===== config.mk =====
export PLATFORM = sky130hd
export DESIGN_NAME = button_press_hold_debouncer
export DESIGN_NICKNAME = d
export VERILOG_FILES = /design/src/bphd_pkg.sv /design/src/button_press_hold_debouncer.sv /design/src/bphd_core.sv
export SDC_FILE = /design/constraint.sdc
export NUM_CORES = 1
export LEC_CHECK = 0
export ABC_AREA = 0
export BUFFER_PORTS_ARGS = -buffer_cell sky130_fd_sc_hd__buf_2
export CAP_MARGIN = 20
export CORE_MARGIN = 2
export CORE_UTILIZATION = 55
export CTS_CLUSTER_DIAMETER = 40
export CTS_CLUSTER_SIZE = 20
export DETAILED_ROUTE_END_ITERATION = 6
export GPL_TIMING_DRIVEN = 0
export PLACE_DENSITY = 0.87
export REMOVE_ABC_BUFFERS = 1
export SYNTH_ARGS = -nofsm -noshare
export SYNTH_HDL_FRONTEND = slang
export SYNTH_SLANG_ARGS = --single-unit

===== constraint.sdc =====
create_clock -name clock -period 3.73 [get_ports clock]
set_input_delay 0.373 -clock clock [delete_from_list [all_inputs] [get_ports clock]]
set_output_delay 0.373 -clock clock [all_outputs]
set_load 0.02 [all_outputs]

===== src/bphd_pkg.sv =====
// shared types and constants for the button press / hold debouncer
// no dependencies
`default_nettype none

package bphd_pkg;

   localparam int FAST_WIDTH = 8;
   localparam int SLOW_WIDTH = 16;
   localparam int CSR_DATA_WIDTH = 16;

   localparam logic [FAST_WIDTH-1:0] PRESS_THRESHOLD_RESET = 8'd200;
   localparam logic [SLOW_WIDTH-1:0] HOLD_THRESHOLD_RESET = 16'd122;

   // register indexes on the csr port
   localparam logic CSR_PRESS_THRESHOLD = 1'b0;
   localparam logic CSR_HOLD_THRESHOLD = 1'b1;

   typedef struct packed {
      logic                  button_level;
      logic [FAST_WIDTH-1:0] fast_time;
      logic [SLOW_WIDTH-1:0] slow_time;
   } req_type;

   typedef struct packed {
      logic press_event;
      logic hold_event;
   } rsp_type;

   typedef struct packed {
      logic [FAST_WIDTH-1:0] press_threshold;
      logic [SLOW_WIDTH-1:0] hold_threshold;
   } thresh_type;

endpackage

`default_nettype wire


===== src/button_press_hold_debouncer.sv =====
// top level of the button press / hold debouncer: poll register, result register, csrs
// depends on bphd_pkg and bphd_core
`default_nettype none

// Polls the active-low button with snapshots of a fast 8-bit and a slow 16-bit
// free-running timer and returns exactly one result beat per poll beat, carrying
// press_event (a latched short press, reported on release) and hold_event (fires
// once when the slow-timer span since the press exceeds hold_threshold, cancelling
// the short press). Each poll passes through an input register and then a result
// register, from which its result is presented; a new poll can be accepted every
// cycle while the result channel does not stall; throughput is one poll per clock
// under that condition, set by the combinational decision logic between the two
// registers. Threshold registers are written through the csr port (always ready)
// and must be written only while no poll is in flight.
module button_press_hold_debouncer (
   input  wire logic                                clock,
   input  wire logic                                reset,
   // poll channel
   input  wire logic                                req_valid,
   output      logic                                req_stall,
   input  wire bphd_pkg::req_type                   req_data,
   // result channel
   output      logic                                rsp_valid,
   input  wire logic                                rsp_stall,
   output      bphd_pkg::rsp_type                   rsp_data,
   // configuration write channel
   input  wire logic                                csr_valid,
   output      logic                                csr_ready,
   input  wire logic                                csr_index,
   input  wire logic [bphd_pkg::CSR_DATA_WIDTH-1:0] csr_wdata
);

   logic                 in_valid_ff, in_valid_in;
   bphd_pkg::req_type    in_data_ff;
   logic                 out_valid_ff, out_valid_in;
   bphd_pkg::rsp_type    out_data_ff;
   bphd_pkg::rsp_type    core_result;
   bphd_pkg::thresh_type thresh_ff;
   logic                 advance;
   logic                 req_take;

   // the result register frees up when empty or when its beat is taken
   assign advance   = ~out_valid_ff | ~rsp_stall;
   // the poll register takes a beat when empty or when it moves on
   assign req_stall = in_valid_ff & ~advance;
   assign req_take  = req_valid & ~req_stall;

   assign in_valid_in  = req_take | (in_valid_ff & ~advance);
   assign out_valid_in = advance ? in_valid_ff : out_valid_ff;

   always_ff @(posedge clock) begin
      if (reset) begin
         in_valid_ff  <= 1'b0;
         out_valid_ff <= 1'b0;
      end else begin
         in_valid_ff  <= in_valid_in;
         out_valid_ff <= out_valid_in;
      end
   end

   always_ff @(posedge clock) begin
      if (req_take) begin
         in_data_ff <= req_data;
      end
      if (advance && in_valid_ff) begin
         out_data_ff <= core_result;
      end
   end

   // state flags step once per poll, as it moves into the result register
   bphd_core u_core (
      .clock   (clock),
      .reset   (reset),
      .step_en (advance & in_valid_ff),
      .item    (in_data_ff),
      .thresh  (thresh_ff),
      .result  (core_result)
   );

   // threshold registers
   assign csr_ready = 1'b1;

   always_ff @(posedge clock) begin
      if (reset) begin
         thresh_ff.press_threshold <= bphd_pkg::PRESS_THRESHOLD_RESET;
         thresh_ff.hold_threshold  <= bphd_pkg::HOLD_THRESHOLD_RESET;
      end else if (csr_valid && csr_ready) begin
         case (csr_index)
            bphd_pkg::CSR_PRESS_THRESHOLD: begin
               thresh_ff.press_threshold <= csr_wdata[bphd_pkg::FAST_WIDTH-1:0];
            end
            bphd_pkg::CSR_HOLD_THRESHOLD: begin
               thresh_ff.hold_threshold <= csr_wdata[bphd_pkg::SLOW_WIDTH-1:0];
            end
            default: begin
               thresh_ff <= thresh_ff;
            end
         endcase
      end
   end

   assign rsp_valid = out_valid_ff;
   assign rsp_data  = out_data_ff;

endmodule

`default_nettype wire


===== src/bphd_core.sv =====
// debounce decision logic and button state flags
// depends on bphd_pkg
`default_nettype none

module bphd_core (
   input  wire logic                 clock,
   input  wire logic                 reset,
   input  wire logic                 step_en,
   input  wire bphd_pkg::req_type    item,
   input  wire bphd_pkg::thresh_type thresh,
   output bphd_pkg::rsp_type         result
);

   logic                                down_seen_ff, down_seen_in;
   logic                                press_latched_ff, press_latched_in;
   logic                                press_detected_ff, press_detected_in;
   logic                                hold_fired_ff, hold_fired_in;
   logic [bphd_pkg::FAST_WIDTH-1:0]     fast_start_ff, fast_start_in;
   logic [bphd_pkg::SLOW_WIDTH-1:0]     slow_start_ff, slow_start_in;
   logic [bphd_pkg::FAST_WIDTH-1:0]     fast_diff;
   logic [bphd_pkg::SLOW_WIDTH-1:0]     slow_diff;
   logic                                pressed;

   // differences wrap at the timer widths
   assign fast_diff = item.fast_time - fast_start_ff;
   assign slow_diff = item.slow_time - slow_start_ff;
   assign pressed   = ~item.button_level;

   always_comb begin
      down_seen_in      = down_seen_ff;
      press_latched_in  = press_latched_ff;
      press_detected_in = press_detected_ff;
      hold_fired_in     = hold_fired_ff;
      fast_start_in     = fast_start_ff;
      slow_start_in     = slow_start_ff;
      result            = '0;
      if (pressed) begin
         if (!down_seen_ff) begin
            // first down poll: record start points and clear the flags, no event
            fast_start_in     = item.fast_time;
            slow_start_in     = item.slow_time;
            down_seen_in      = 1'b1;
            press_latched_in  = 1'b0;
            press_detected_in = 1'b0;
            hold_fired_in     = 1'b0;
         end else if (!press_detected_ff && (fast_diff > thresh.press_threshold)) begin
            press_latched_in  = 1'b1;
            press_detected_in = 1'b1;
         end else if (!hold_fired_ff && (slow_diff > thresh.hold_threshold)) begin
            result.hold_event = 1'b1;
            hold_fired_in     = 1'b1;
            press_latched_in  = 1'b0;
         end
      end else if (down_seen_ff) begin
         if (press_latched_ff) begin
            result.press_event = 1'b1;
            press_latched_in   = 1'b0;
         end
         // slow start point is kept on release
         fast_start_in = item.fast_time;
         down_seen_in  = 1'b0;
      end
   end

   always_ff @(posedge clock) begin
      if (reset) begin
         down_seen_ff      <= 1'b0;
         press_latched_ff  <= 1'b0;
         press_detected_ff <= 1'b0;
         hold_fired_ff     <= 1'b0;
         fast_start_ff     <= '0;
         slow_start_ff     <= '0;
      end else if (step_en) begin
         down_seen_ff      <= down_seen_in;
         press_latched_ff  <= press_latched_in;
         press_detected_ff <= press_detected_in;
         hold_fired_ff     <= hold_fired_in;
         fast_start_ff     <= fast_start_in;
         slow_start_ff     <= slow_start_in;
      end
   end

endmodule

`default_nettype wire

==> results by stage <==
Worst setup path:
- Data on the critical path is required at its endpoint by between 3 and 4 ns.
- The endpoint of the worst register-to-register path is rsp_data[0].
- The maximum fanout along the worst path is 3.
- The slack of the worst reg-to-reg path is around 0.18 ns.
- The worst setup path is launched from a flip-flop.
- The path depth of the worst reg2reg path is 16.
- In this run the critical register-to-register path is launched from in_data_ff[0].
- STA classifies the critical path endpoint as a flip-flop.
- The critical path class is reg -> reg.
- For the worst setup path, the data arrival time is roughly 3.8 ns.

Route:
- The first routing iteration left just under 200 violations.
- Summed over all nets, wire length on met2 after detailed routing comes to ~4400 µm.
- The routed metal-1 wirelength is ~4000 µm.
- The routed layout has between 3000 and 4000 vias.
- The highest layer touched by signal routing is met4.
- In the routed design, unresolved DRC markers number 0.
- The routed length per placed instance is about 14 µm.
- The via density per instance is 5.43.
- In the detailed route, the total length drawn on met3 is 413 µm.
- The first TritonRoute pass finished after 5 iterations.
- The remaining antenna violation count after routing is 0.
- Wires add up to around 9000 µm.

Yosys:
- The synthesized design contains 81 register bits.
- Yosys attributes the largest share of cell area to dfxtp_1 (25%), edfxtp_1 (18%), ha_1 (14%).
- Of the synthesized area, sequential elements account for about 43%.
- The count of different cell masters after synthesis is between 40 and 50.
- The synthesized design contains 27 enable-type register cells.
- Each instance of the synthesized netlist takes up on average 8.82 µm².
- Of all flip-flops after synthesis, the portion carrying an async set or reset was 0%.
- After synthesis, the largest family of logic cells by area is simple AND/OR/NAND/NOR gates.
- Measured against the total synthesized area, the mux share comes to 0.228%.
- The compound-cell area share of the yosys netlist is 15.2%.
- Summing the areas of all and, or, nand and nor instances in the mapped netlist gives between 10% and 20% of the synthesized area.
- The parity-gate share of the synthesized area counting xor and xnor cells is 3.99%.
- The largest area contributor in the synthesized netlist is dfxtp_1.
- The synthesized instance count is between 400 and 500.
- The synthesized area is 4390 µm².
- Of the post-synthesis cell area, the dominant cell type holds around 25%.
- The adder and majority cell fraction of the synthesized area is between 10% and 20%.
- The count of yosys warnings during synthesis is 0.
- The most frequently used flop master after synthesis is dfxtp_1.

Timing:
- The max-slew violation count was 0.
- For the finished layout, the period the worst path requires is about 3.5 ns.
- Setup repair after global routing could not meet its margin everywhere.
- The share of the clock period used by the worst path is between 90% and 100%.
- The number of hold-slack violations in the final timing report is 0.
- The worst pin sits at a relative slew slack of between 30% and 40%.
- The setup-violating endpoint count in the final report is 0.
- On the final layout, the worst clock skew is around 0.0053 ns.
- The worst hold slack across all endpoints is between 0.15 and 0.2 ns.
- The maximum clock frequency is about 280 MHz.
- The transition time at the pin with the least slew margin is roughly 0.96 ns.
- For the final routed database, the setup TNS stands at 0 ns.

Global routing:
- Entering global routing, the biggest net connects 54 pins.
- The first global-routing pass estimated approximately 15000 µm of wire.
- Global routing consumed, over all layers together, roughly 22% of the routing resources.
- The number of antenna violations at the first check in global routing is 0.
- Summed over all layers, the global routing overflow is 0.
- The number of global-route vias before repair was 3417.

CTS:
- The number of clock sinks is 81.
- Hold repair after CTS inserted 0 buffers.
- After clock tree synthesis, the clock-pin slew on the worst setup and hold paths is roughly 0.080 ns.
- The insertion delay of the later-clocked pin in the worst-skew pair is 0.35 ns.
- The total CTS buffers is 9.
- TritonCTS built the clock tree.
- The cell sitting at the root of the clock tree is a clkbuf_8.
- In this run the number of H-tree levels came out at 3.
- The clock passes through at most 2 buffers.

Power:
- The areal power density over the cells is approximately 410 nW/µm².
- The total power is between 2 and 2.5 mW.
- The analysis attributes to cell leakage a power of ~2.0 nW.
- Across the VDD grid, the largest voltage drop is between 0.2 and 0.25 mV.

Layout:
- The number of nets in the layout is around 650.
- The area growth from synthesis to layout is 13.0%.
- The post-route netlist has 14.2% of its cells at a drive strength greater than 1.
- The final core area utilization is 64.2%.
- The number of inserted diodes is 0.

Hold path:
- The startpoint identified for the worst hold timing path is req_data[17].
- The cell count of the worst hold path is 1.
- The class of the tightest hold or removal check is in -> reg.
- For hold timing, the worst endpoint is in_data_ff[17].

Place:
- The routability congestion estimate from global placement is roughly 0.89.
- Port buffering added 50 buffers.
- The wire-length estimate of the detail-placed layout is 6650 µm.

Die:
- The floorplan step set the die width to 93.4 µm.
- The area of the core region is ~7700 µm².
- The number of top-level pins is 52.
- The starting density of the core is 56.8%.
- The overall die height is between 90 and 100 µm.
- The die outline area is approximately 8700 µm².
- Row generation in the floorplan step produced 32 rows.

Run:
- Max-cap violations in this run came to 0.

Status:
- The flow ran to the end, and the final reports show no timing, DRC or antenna violations.
layout make-up:
| type | count | area (µm²) |
|---|---|---|
| Clock inverter | 2 | 35.0 |
| Tap cell | 102 | 128 |
| Multi-Input combinational cell | 348 | 2270 |
| Inverter | 54 | 203 |
| Timing Repair Buffer | 52 | 273 |
| Clock buffer | 14 | 164 |
| Fill cell | 598 | 2760 |
| Sequential cell | 81 | 1890 |
repair_timing:
item,CTS,global route
endpoints found under the setup margin,1,3
resized for setup,2,4
pin swaps,0,6
buffers inserted,0,1
worst max-delay path, cell delays in order (launching register included):
cell and delay [ns]:
edfxtp_1 0.35, inv_1 0.05, ha_1 0.22, fa_2 0.36, nor2b_1 0.12, o21ai_1 0.09
a21boi_2 0.24, o22ai_4 0.13, o21ai_2 0.18, o41ai_2 0.10, xnor2_1 0.15, ha_1 0.31
nand4_1 0.17, nand2b_1 0.21, and4b_1 0.24, nor4_2 0.34, and2_1 0.17
logic make-up (layout without fill, tap and decap cells):
family / count (synthesis) / count (layout)
other: 1 / 1
and+or+nand+nor: 161 / 161
adders and majority gates: 52 / 52
xor gates and xnor gates: 20 / 20
muxes: 1 / 1
DFF: 81 / 81
buffers and inverters: 69 / 122
AOI/OAI and AO/OA: 113 / 113
routing by layer:
layer  vias to the layer above  track usage [%]
met3                        25             3.55
met1                      1657             27.3
met2                        87             36.1
li1                       1776                -
met4                         0             11.4
met5                         -                0
Yosys cell counts, types with 2 or more instances:
library cell	count
nor2b_1	9
nand3b_1	5
nand4_1	8
a21oi_1	66
and2_1	3
nand2_1	97
o21bai_1	3
edfxtp_1	27
nand2b_1	2
and3_1	2
nor3_1	4
o21ai_0	15
a31oi_1	2
clkbuf_1	14
dfxtp_1	54
inv_1	54
or2_2	2
a21o_1	5
o211ai_1	2
a211o_1	4
nor4_1	3
o21a_1	3
o21ai_1	5
nor2_1	23
xnor2_1	15
xor2_1	5
fa_1	2
ha_1	50
layout by cell type (no fill, tap or decap), types with 5 or more instances in the layout:
cell type | synthesis | layout
ha_1 | 50 | 50
o21ai_0 | 15 | 15
nor2b_1 | 9 | 8
nand4_1 | 8 | 8
nand2_1 | 97 | 97
clkbuf_8 | 0 | 9
edfxtp_1 | 27 | 27
inv_1 | 54 | 54
a21oi_1 | 66 | 66
dfxtp_1 | 54 | 54
nand3b_1 | 5 | 5
xor2_1 | 5 | 5
nor2_1 | 23 | 23
buf_2 | 0 | 50
a21o_1 | 5 | 5
xnor2_1 | 15 | 15
state kept, by name, summed over array words and instances, names as in the netlist:
signal                    count
in_data_ff                   25
thresh_ff                    24
u_core.slow_start_ff         16
u_core.fast_start_ff          8
rsp_data                      2
in_valid_ff                   1
rsp_valid                     1
u_core.down_seen_ff           1
u_core.hold_fired_ff          1
u_core.press_detected_ff      1
u_core.press_latched_ff       1
power breakdown:
group | switching (mW) | internal [mW]
clock | 0.302 | 0.351
combinational | 0.240 | 0.181
sequential | 0.0245 | 0.956
total | 0.567 | 1.49
how the worst max path moves through the flow:
stage / startpoint / to / slack [ns] / depth (start not counted)
after CTS: in_data_ff[0] / rsp_data[0] / 0.07 / 16
after floorplan: in_data_ff[0] / rsp_data[0] / 0.48 / 16
final: in_data_ff[0] / rsp_data[0] / 0.18 / 16
after global routing: in_data_ff[0] / rsp_data[0] / -0.02 / 16
after detailed placement: in_data_ff[0] / rsp_data[0] / -0.03 / 15
after global placement: in_data_ff[0] / rsp_data[0] / 0.14 / 15
per-stage QoR:
stage | area, µm² | std cells | setup WS, ns
floorplan | 4330 | 483 | 0.481
global placement | 4710 | 635 | 0.141
detailed placement | 4730 | 636 | -0.0253
CTS | 4940 | 652 | 0.0706
global route | 4960 | 653 | -0.0191
finish | 4960 | 653 | 0.181
Power figures use the tool's default switching activity.
